### src/rtl/tfd_pkg.sv
// ----------------------------------------------------------------------------
// tfd_pkg
// Shared types, codes and helper functions for the tagged frame deframer.
// ----------------------------------------------------------------------------
package tfd_pkg;

  // default width of the frame length and byte counters
  localparam int unsigned DefLengthBits = 16;

  // register reset values
  localparam logic [15:0] MaxPayloadReset = 16'd1020;
  localparam logic [7:0]  FilterLowReset  = 8'h60;
  localparam logic [7:0]  FilterHighReset = 8'h80;

  // framing bytes
  localparam logic [7:0] TagByte   = 8'hFF;
  localparam logic [7:0] ShortLen  = 8'h55;
  localparam logic [7:0] LongLen   = 8'h56;

  // configuration register indexes
  typedef enum logic [1:0] {
    CFG_MAX_PAYLOAD = 2'd0,
    CFG_FILTER_LOW  = 2'd1,
    CFG_FILTER_HIGH = 2'd2,
    CFG_UNUSED      = 2'd3
  } cfg_idx_e;

  // receive phase
  typedef enum logic [2:0] {
    PH_HUNT    = 3'd0,
    PH_TAG     = 3'd1,
    PH_LEN_HI  = 3'd2,
    PH_LEN_LO  = 3'd3,
    PH_PAYLOAD = 3'd4,
    PH_CHECK   = 3'd5
  } phase_e;

  // end status
  typedef enum logic [1:0] {
    ERR_NONE     = 2'd0,
    ERR_CHECKSUM = 2'd1,
    ERR_TOO_LONG = 2'd2,
    ERR_ZERO_LEN = 2'd3
  } err_e;

  // command groups
  typedef enum logic [2:0] {
    GRP_UART      = 3'd0,
    GRP_NET       = 3'd1,
    GRP_SYS       = 3'd2,
    GRP_USER      = 3'd3,
    GRP_MULTIROOM = 3'd4,
    GRP_EQ        = 3'd5,
    GRP_NONE      = 3'd6
  } grp_e;

  // configuration register set
  typedef struct packed {
    logic [15:0] max_payload;
    logic [7:0]  filter_low;
    logic [7:0]  filter_high;
  } cfg_t;

  // one result beat
  typedef struct packed {
    logic [7:0] out_byte;
    logic       is_command;
    logic [2:0] cmd_group;
    logic       dispatch_ok;
    logic       frame_end;
    logic [1:0] error_code;
  } res_t;

  // group class of a command number
  function automatic grp_e group_of(input logic [7:0] c);
    grp_e g;
    if (c >= 8'h01 && c < 8'h20)      g = GRP_UART;
    else if (c > 8'h20 && c < 8'h40)  g = GRP_NET;
    else if (c > 8'h40 && c < 8'h60)  g = GRP_SYS;
    else if (c > 8'h60 && c < 8'h80)  g = GRP_USER;
    else if (c > 8'h80 && c < 8'h90)  g = GRP_MULTIROOM;
    else if (c > 8'h90 && c < 8'hAF)  g = GRP_EQ;
    else                              g = GRP_NONE;
    return g;
  endfunction

  // command may be dispatched when outside the held-back window
  function automatic logic dispatch_of(input logic [7:0] c, input logic [7:0] lo,
                                       input logic [7:0] hi);
    return !(c >= lo && c <= hi);
  endfunction

endpackage

### src/rtl/tfd_core.sv
// ----------------------------------------------------------------------------
// tfd_core
// Per-byte frame state update and result formation, one byte per cycle while beat_i is high.
// ----------------------------------------------------------------------------
module tfd_core #(
  parameter int unsigned LENGTH_BITS = tfd_pkg::DefLengthBits
) (
  input  logic          clk_i,
  input  logic          rst_ni,
  input  logic          beat_i,
  input  logic [7:0]    in_byte_i,
  input  tfd_pkg::cfg_t cfg_i,
  output logic          res_valid_o,
  output tfd_pkg::res_t res_o
);

  localparam logic [15:0] LenLimit = 16'((32'd1 << LENGTH_BITS) - 32'd1);

  tfd_pkg::phase_e        phase_q, phase_d;
  logic                   long_q, long_d;
  logic [7:0]             len_hi_q, len_hi_d;
  logic [LENGTH_BITS-1:0] frame_len_q, frame_len_d;
  logic [LENGTH_BITS-1:0] seen_q, seen_d;
  logic [7:0]             sum_q, sum_d;
  logic [7:0]             cmd_q, cmd_d;

  logic [15:0]            len_full;
  logic [LENGTH_BITS-1:0] seen_inc;
  logic [7:0]             sum_next;
  logic [7:0]             cmd_now;
  logic                   first;

  assign sum_next = sum_q + in_byte_i;
  assign seen_inc = seen_q + LENGTH_BITS'(1);
  assign len_full = long_q ? {len_hi_q, in_byte_i} : {8'h00, in_byte_i};
  assign first    = (seen_q == '0);
  assign cmd_now  = first ? in_byte_i : cmd_q;

  // next state and result for the current beat
  always_comb begin
    phase_d     = phase_q;
    long_d      = long_q;
    len_hi_d    = len_hi_q;
    frame_len_d = frame_len_q;
    seen_d      = seen_q;
    sum_d       = sum_q;
    cmd_d       = cmd_q;
    res_valid_o = 1'b0;
    res_o       = '0;
    unique case (phase_q)
      tfd_pkg::PH_TAG: begin
        if (in_byte_i == tfd_pkg::ShortLen || in_byte_i == tfd_pkg::LongLen) begin
          long_d      = (in_byte_i == tfd_pkg::LongLen);
          frame_len_d = '0;
          seen_d      = '0;
          sum_d       = '0;
          cmd_d       = '0;
          phase_d     = long_d ? tfd_pkg::PH_LEN_HI : tfd_pkg::PH_LEN_LO;
        end else if (in_byte_i != tfd_pkg::TagByte) begin
          phase_d = tfd_pkg::PH_HUNT;
        end
      end
      tfd_pkg::PH_LEN_HI: begin
        len_hi_d = in_byte_i;
        sum_d    = sum_next;
        phase_d  = tfd_pkg::PH_LEN_LO;
      end
      tfd_pkg::PH_LEN_LO: begin
        sum_d       = sum_next;
        frame_len_d = len_full[LENGTH_BITS-1:0];
        if (len_full == '0) begin
          phase_d           = tfd_pkg::PH_HUNT;
          res_valid_o       = 1'b1;
          res_o.cmd_group   = tfd_pkg::GRP_NONE;
          res_o.frame_end   = 1'b1;
          res_o.error_code  = tfd_pkg::ERR_ZERO_LEN;
        end else if (len_full > cfg_i.max_payload || len_full > LenLimit) begin
          phase_d           = tfd_pkg::PH_HUNT;
          res_valid_o       = 1'b1;
          res_o.cmd_group   = tfd_pkg::GRP_NONE;
          res_o.frame_end   = 1'b1;
          res_o.error_code  = tfd_pkg::ERR_TOO_LONG;
        end else begin
          phase_d = tfd_pkg::PH_PAYLOAD;
        end
      end
      tfd_pkg::PH_PAYLOAD: begin
        sum_d             = sum_next;
        cmd_d             = cmd_now;
        seen_d            = seen_inc;
        if (seen_inc >= frame_len_q) phase_d = tfd_pkg::PH_CHECK;
        res_valid_o       = 1'b1;
        res_o.out_byte    = in_byte_i;
        res_o.is_command  = first;
        res_o.cmd_group   = tfd_pkg::group_of(cmd_now);
        res_o.dispatch_ok = tfd_pkg::dispatch_of(cmd_now, cfg_i.filter_low,
                                                 cfg_i.filter_high);
        res_o.error_code  = tfd_pkg::ERR_NONE;
      end
      tfd_pkg::PH_CHECK: begin
        phase_d           = tfd_pkg::PH_HUNT;
        res_valid_o       = 1'b1;
        res_o.out_byte    = in_byte_i;
        res_o.cmd_group   = tfd_pkg::group_of(cmd_q);
        res_o.dispatch_ok = tfd_pkg::dispatch_of(cmd_q, cfg_i.filter_low,
                                                 cfg_i.filter_high);
        res_o.frame_end   = 1'b1;
        res_o.error_code  = (sum_next != 8'h00) ? tfd_pkg::ERR_CHECKSUM
                                                : tfd_pkg::ERR_NONE;
      end
      default: begin
        phase_d = (in_byte_i == tfd_pkg::TagByte) ? tfd_pkg::PH_TAG : tfd_pkg::PH_HUNT;
      end
    endcase
    if (!beat_i) res_valid_o = 1'b0;
  end

  // frame state, updated on each accepted beat
  always_ff @(posedge clk_i or negedge rst_ni) begin
    if (!rst_ni) begin
      phase_q     <= tfd_pkg::PH_HUNT;
      long_q      <= 1'b0;
      len_hi_q    <= '0;
      frame_len_q <= '0;
      seen_q      <= '0;
      sum_q       <= '0;
      cmd_q       <= '0;
    end else if (beat_i) begin
      phase_q     <= phase_d;
      long_q      <= long_d;
      len_hi_q    <= len_hi_d;
      frame_len_q <= frame_len_d;
      seen_q      <= seen_d;
      sum_q       <= sum_d;
      cmd_q       <= cmd_d;
    end
  end

endmodule

### src/rtl/tfd_outbuf.sv
// ----------------------------------------------------------------------------
// tfd_outbuf
// Result register with a skid slot, so input is taken while a result waits.
// ----------------------------------------------------------------------------
module tfd_outbuf (
  input  logic          clk_i,
  input  logic          rst_ni,
  input  logic          push_i,
  input  tfd_pkg::res_t push_data_i,
  output logic          space_o,
  output logic          out_valid_o,
  input  logic          out_ready_i,
  output tfd_pkg::res_t out_data_o
);

  logic          main_valid_q, main_valid_d;
  logic          skid_valid_q, skid_valid_d;
  tfd_pkg::res_t main_q, main_d;
  tfd_pkg::res_t skid_q, skid_d;

  assign space_o     = !skid_valid_q;
  assign out_valid_o = main_valid_q;
  assign out_data_o  = main_q;

  // refill the output register from the skid slot first
  always_comb begin
    main_valid_d = main_valid_q;
    skid_valid_d = skid_valid_q;
    main_d       = main_q;
    skid_d       = skid_q;
    if (!main_valid_q || out_ready_i) begin
      if (skid_valid_q) begin
        main_d       = skid_q;
        main_valid_d = 1'b1;
        skid_valid_d = 1'b0;
      end else begin
        main_d       = push_data_i;
        main_valid_d = push_i;
      end
    end else if (push_i) begin
      skid_d       = push_data_i;
      skid_valid_d = 1'b1;
    end
  end

  // valid flags
  always_ff @(posedge clk_i or negedge rst_ni) begin
    if (!rst_ni) begin
      main_valid_q <= 1'b0;
      skid_valid_q <= 1'b0;
    end else begin
      main_valid_q <= main_valid_d;
      skid_valid_q <= skid_valid_d;
    end
  end

  // result data
  always_ff @(posedge clk_i) begin
    main_q <= main_d;
    skid_q <= skid_d;
  end

endmodule

### src/rtl/tagged_frame_deframer_unit.sv
// A result beat is registered in the result buffer before it shows on the output.
// Throughput: one byte per cycle while the result buffer has space; frame state updates per byte.
// A two-entry result buffer keeps input flowing while one result is stalled.
// Reset: asynchronous, active low; hunts for the tag, empties the result buffer
// and loads max_payload 1020, filter_low 0x60, filter_high 0x80.
// ----------------------------------------------------------------------------
// tagged_frame_deframer_unit
// Tagged byte-stream deframer with length check, checksum and command class.
// ----------------------------------------------------------------------------
module tagged_frame_deframer_unit #(
  parameter int unsigned LENGTH_BITS = tfd_pkg::DefLengthBits
) (
  input  logic        clk_i,
  input  logic        rst_ni,
  // configuration writes
  input  logic        cfg_valid_i,
  output logic        cfg_ready_o,
  input  logic [1:0]  cfg_index_i,
  input  logic [15:0] cfg_data_i,
  // byte input
  input  logic        in_valid_i,
  output logic        in_ready_o,
  input  logic [7:0]  in_byte_i,
  // result output
  output logic        out_valid_o,
  input  logic        out_ready_i,
  output logic [7:0]  out_byte_o,
  output logic        is_command_o,
  output logic [2:0]  cmd_group_o,
  output logic        dispatch_ok_o,
  output logic        frame_end_o,
  output logic [1:0]  error_code_o
);

  tfd_pkg::cfg_t cfg_q;
  tfd_pkg::res_t res;
  tfd_pkg::res_t out_data;
  logic          res_valid;
  logic          in_beat;

  assign cfg_ready_o = 1'b1;
  assign in_beat     = in_valid_i && in_ready_o;

  // configuration registers
  always_ff @(posedge clk_i or negedge rst_ni) begin
    if (!rst_ni) begin
      cfg_q.max_payload <= tfd_pkg::MaxPayloadReset;
      cfg_q.filter_low  <= tfd_pkg::FilterLowReset;
      cfg_q.filter_high <= tfd_pkg::FilterHighReset;
    end else if (cfg_valid_i && cfg_ready_o) begin
      unique case (cfg_index_i)
        tfd_pkg::CFG_MAX_PAYLOAD: cfg_q.max_payload <= cfg_data_i;
        tfd_pkg::CFG_FILTER_LOW:  cfg_q.filter_low  <= cfg_data_i[7:0];
        tfd_pkg::CFG_FILTER_HIGH: cfg_q.filter_high <= cfg_data_i[7:0];
        default: ;
      endcase
    end
  end

  // frame state machine
  tfd_core #(
    .LENGTH_BITS (LENGTH_BITS)
  ) u_core (
    .clk_i       (clk_i),
    .rst_ni      (rst_ni),
    .beat_i      (in_beat),
    .in_byte_i   (in_byte_i),
    .cfg_i       (cfg_q),
    .res_valid_o (res_valid),
    .res_o       (res)
  );

  // result buffer
  tfd_outbuf u_outbuf (
    .clk_i       (clk_i),
    .rst_ni      (rst_ni),
    .push_i      (res_valid),
    .push_data_i (res),
    .space_o     (in_ready_o),
    .out_valid_o (out_valid_o),
    .out_ready_i (out_ready_i),
    .out_data_o  (out_data)
  );

  assign out_byte_o    = out_data.out_byte;
  assign is_command_o  = out_data.is_command;
  assign cmd_group_o   = out_data.cmd_group;
  assign dispatch_ok_o = out_data.dispatch_ok;
  assign frame_end_o   = out_data.frame_end;
  assign error_code_o  = out_data.error_code;

endmodule

### config.mk
export PLATFORM = sky130hd
export DESIGN_NAME = tagged_frame_deframer_unit
export DESIGN_NICKNAME = d
export VERILOG_FILES = /design/src/rtl/tfd_pkg.sv /design/src/rtl/tfd_core.sv /design/src/rtl/tfd_outbuf.sv /design/src/rtl/tagged_frame_deframer_unit.sv
export SDC_FILE = /design/constraint.sdc
export NUM_CORES = 1
export LEC_CHECK = 0
export BUFFER_PORTS_ARGS = -buffer_cell sky130_fd_sc_hd__buf_2
export CORE_ASPECT_RATIO = 0.75
export CORE_MARGIN = 1
export CORE_UTILIZATION = 51
export CTS_CLUSTER_DIAMETER = 50
export DETAILED_ROUTE_END_ITERATION = 6
export GPL_ROUTABILITY_DRIVEN = 1
export HOLD_SLACK_MARGIN = 0.15
export PLACE_DENSITY = 0.69
export SLEW_MARGIN = 20
export SYNTH_ARGS = -nofsm -noshare
export SYNTH_HDL_FRONTEND = slang
export SYNTH_HIERARCHICAL = 1
export SYNTH_SLANG_ARGS = --single-unit
### constraint.sdc
create_clock -name clk_i -period 3.8 [get_ports clk_i]
set_input_delay 0.19 -clock clk_i [delete_from_list [all_inputs] [get_ports clk_i]]
set_output_delay 0.19 -clock clk_i [all_outputs]
set_load 0.005 [all_outputs]
==> flow_summary.json <==
{
  "cts_buffers": 17,
  "viasPerCell": 5.69,
  "grt.overflow.total": 0,
  "critPathKind": "register to register",
  "diodes": 0,
  "switching_share": 0.349,
  "grt_first_pass_wirelength_mm": 29.6,
  "finalSetupTns_ns": 0,
  "yosysUniqueCellTypes": 60,
  "vias": 5559,
  "p_clk_frac": 0.270,
  "place_hpwl_mm": 13.1,
  "io_buffers": 48,
  "fin_worst_skew_ns": 0.00861,
  "grt_max_degree": 70,
  "post_cts_resize_count": 0,
  "syn-num-nets": 794,
  "wl_per_cell_um": 18.2,
  "worstPathArrival_ns": 3.75,
  "setup_viol": 0,
  "antenna_found_initial": 0,
  "place_inst": 928,
  "slew_viol_final": 0,
  "final_cells": 977,
  "first_iter_violations": 478,
  "drc": 2,
  "syn_area_um2": 7460,
  "grtUsageTotal": 0.257,
  "ys_ff_latch": 126,
  "fin_crit_ns": 3.46,
  "drtAntennaViolNets": 0,
  "routabilityCongestion": 0.917,
  "post-route-util": 0.620,
  "syn_inst": 696,
  "clock_latency_ns": 0.42,
  "wl_met2_mm": 7.67,
  "cts_root_buf": "clkbuf_16",
  "drive_gt1_frac": 0.212,
  "cts_num_sinks": 126,
  "syn_to_final_growth_pct": 16.1,
  "maxCapViolCount": 0,
  "postCtsSetupBuffers": 0,
  "dr_wl_met3_mm": 1.10,
  "worstMarginPinSlew_ns": 0.963,
  "p_per_area_nw_per_um2": 674,
  "p_leak_uw": 0.00410,
  "synth-edff-count": 32,
  "min_period_over_period": 0.909,
  "hold_class": "primary input to register",
  "violations": "DRC",
  "avgSynthCellArea_um2": 10.7,
  "layout.nets": 867,
  "p_seq_frac": 0.354,
  "ir_worst_vdd_v": 0.000383,
  "coreArea_um2": 14000,
  "final_common_cell": "dfrtp_1",
  "die_y_um": 107,
  "outcome": "complete, but fails checks",
  "comb_power_share": 0.376,
  "ys.warnings.count": 6,
  "yosysTopAreaCellShare": 0.278,
  "seqCellArea_um2": 3330,
  "dieArea_um2": 15100,
  "synthFlopType": "dfrtp_1",
  "cts_tree": "yes",
  "fin_ws_ns": 0.344,
  "crit_path_max_fanout": 6,
  "fill_cells": 1174,
  "hold_viol": 0,
  "cts_hold_buffers": 17,
  "ys_seq_area_frac": 0.446,
  "h-tree-depth": 4,
  "pin_count": 50,
  "top_layer_used": "met4",
  "max_freq_mhz": 289,
  "start_util": 0.534,
  "relSlewSlack": 0.355,
  "required_ns": 4.09,
  "totalWireLength_mm": 17.7,
  "start_kind": "register",
  "rsz0062_at_grt": "no",
  "multi_input_area_um2": 3740,
  "yosys-top-cells-area": "dfrtp_1, edfxtp_1, ha_1",
  "switchingPower_uw": 2040,
  "p_int_uw": 3800,
  "wl_met1_mm": 8.72,
  "rows": 37,
  "async_flop_share": 0.746,
  "grt_pass1_vias": 5679,
  "drt-pass1-iter-count": 7,
  "place_ws_ns": 0.384,
  "die_w_um": 142,
  "clkTransAtPathRegs_ns": 0.05,
  "layout_common_cells": "dfrtp_1, inv_1, ha_1, mux2_2, buf_2",
  "clk_path_buf_depth": 2,
  "yosys.area.top_type": "dfrtp_1",
  "crit_path_end_kind": "register"
}
==> path summary, 6_finish.rpt <==
path / startpoint / end / slack (ns) / cells past startpoint
max: u_core/seen_q[0] / u_outbuf/out_data_o[3] / 0.34 / 13
min: in_byte_i[6] / u_core/frame_len_q[6] / 0.23 / 2
max reg2reg: u_core/seen_q[0] / u_outbuf/out_data_o[3] / 0.34 / 13
min reg2reg: u_core/sum_q[2] / u_core/sum_q[2] / 0.50 / 2
max in group asynchronous: rst_ni / u_core/seen_q[0] / 2.47 / 3
min in group asynchronous: rst_ni / cfg_q[10] / 0.44 / 2
==> synthesized netlist by cell type (7+ instances only) <==
library cell,n
nand4_1,15
a21oi_1,29
and3_1,7
nor3_1,10
dfrtp_1,83
and2_1,18
xnor2_1,17
a22o_1,31
inv_1,68
nor2_1,34
o21ai_0,42
xor2_1,8
dfstp_2,11
clkbuf_1,18
ha_1,66
nand3_1,12
a21o_1,18
mux2_2,50
mux2_4,8
edfxtp_1,32
nand2_1,41
==> flip-flops by register name, summed over array words and instances (netlist names), 3 cells and up <==
name,count
u_outbuf/skid_q,16
u_core/cmd_q,8
cfg_q,32
u_core/frame_len_q,16
u_core/len_hi_q,8
u_outbuf/out_data_o,16
u_core/phase_q,3
u_core/seen_q,16
u_core/sum_q,8
==> through the flow <==
stage / power, uW / hold slack, ns / instance area [um2]
after floorplan: 3610 / -0.106 / 7460
after global placement: 4130 / 0.356 / 7910
after detailed placement: 4240 / 0.370 / 7910
after CTS: 5860 / 0.195 / 8660
after global routing: 6250 / 0.215 / 8660
final: 5840 / 0.231 / 8660
==> final cells by class <==
class                           count  area share
Clock buffer                       26      0.0602
Sequential cell                   126       0.384
Timing Repair Buffer               78      0.0589
Tap cell                          195      0.0282
Clock inverter                      6     0.00664
Inverter                           69      0.0299
Multi-Input combinational cell    477       0.432
==> per-layer routing <==
layer / GRT usage / vias to the layer above
met3: 0.0572 / 26
met2: 0.387 / 194
li1: - / 2651
met4: 0.0998 / 0
met5: 0 / -
met1: 0.362 / 2688
==> kinds of logic (layout without fill, tap and decap cells) <==
kind of cell / Yosys count / after routing / share of synthesized area
xor+xnor: 25 / 25 / 0.0293
compound gates: 154 / 154 / 0.138
buf+inv: 93 / 179 / 0.0526
fa+ha+maj: 68 / 68 / 0.115
flops: 126 / 126 / 0.446
mux: 66 / 66 / 0.106
simple gates: 163 / 163 / 0.113
other cells: 1 / 1 / 0.000503
==> critical path, stage by stage (launching register included) <==
cell	delay, ns
dfrtp_1	0.43
inv_1	0.10
ha_1	0.16
nor4b_2	0.20
nand4_1	0.31
buf_4	0.30
mux2i_1	0.29
inv_1	0.14
ha_1	0.31
a2111oi_2	0.32
o31ai_1	0.11
maj3_2	0.31
o211ai_2	0.18
mux2_2	0.18
==> power groups by stage <==
stage	clock, uW	combinational [uW]	sequential, uW
2_1_floorplan	0	1630	1980
3_3_place_gp	0	2070	2070
3_5_place_dp	0	2150	2080
4_1_cts	1600	2190	2060
5_1_grt	1660	2470	2120
6_report	1570	2200	2070
(Power assumes the default switching activity.)
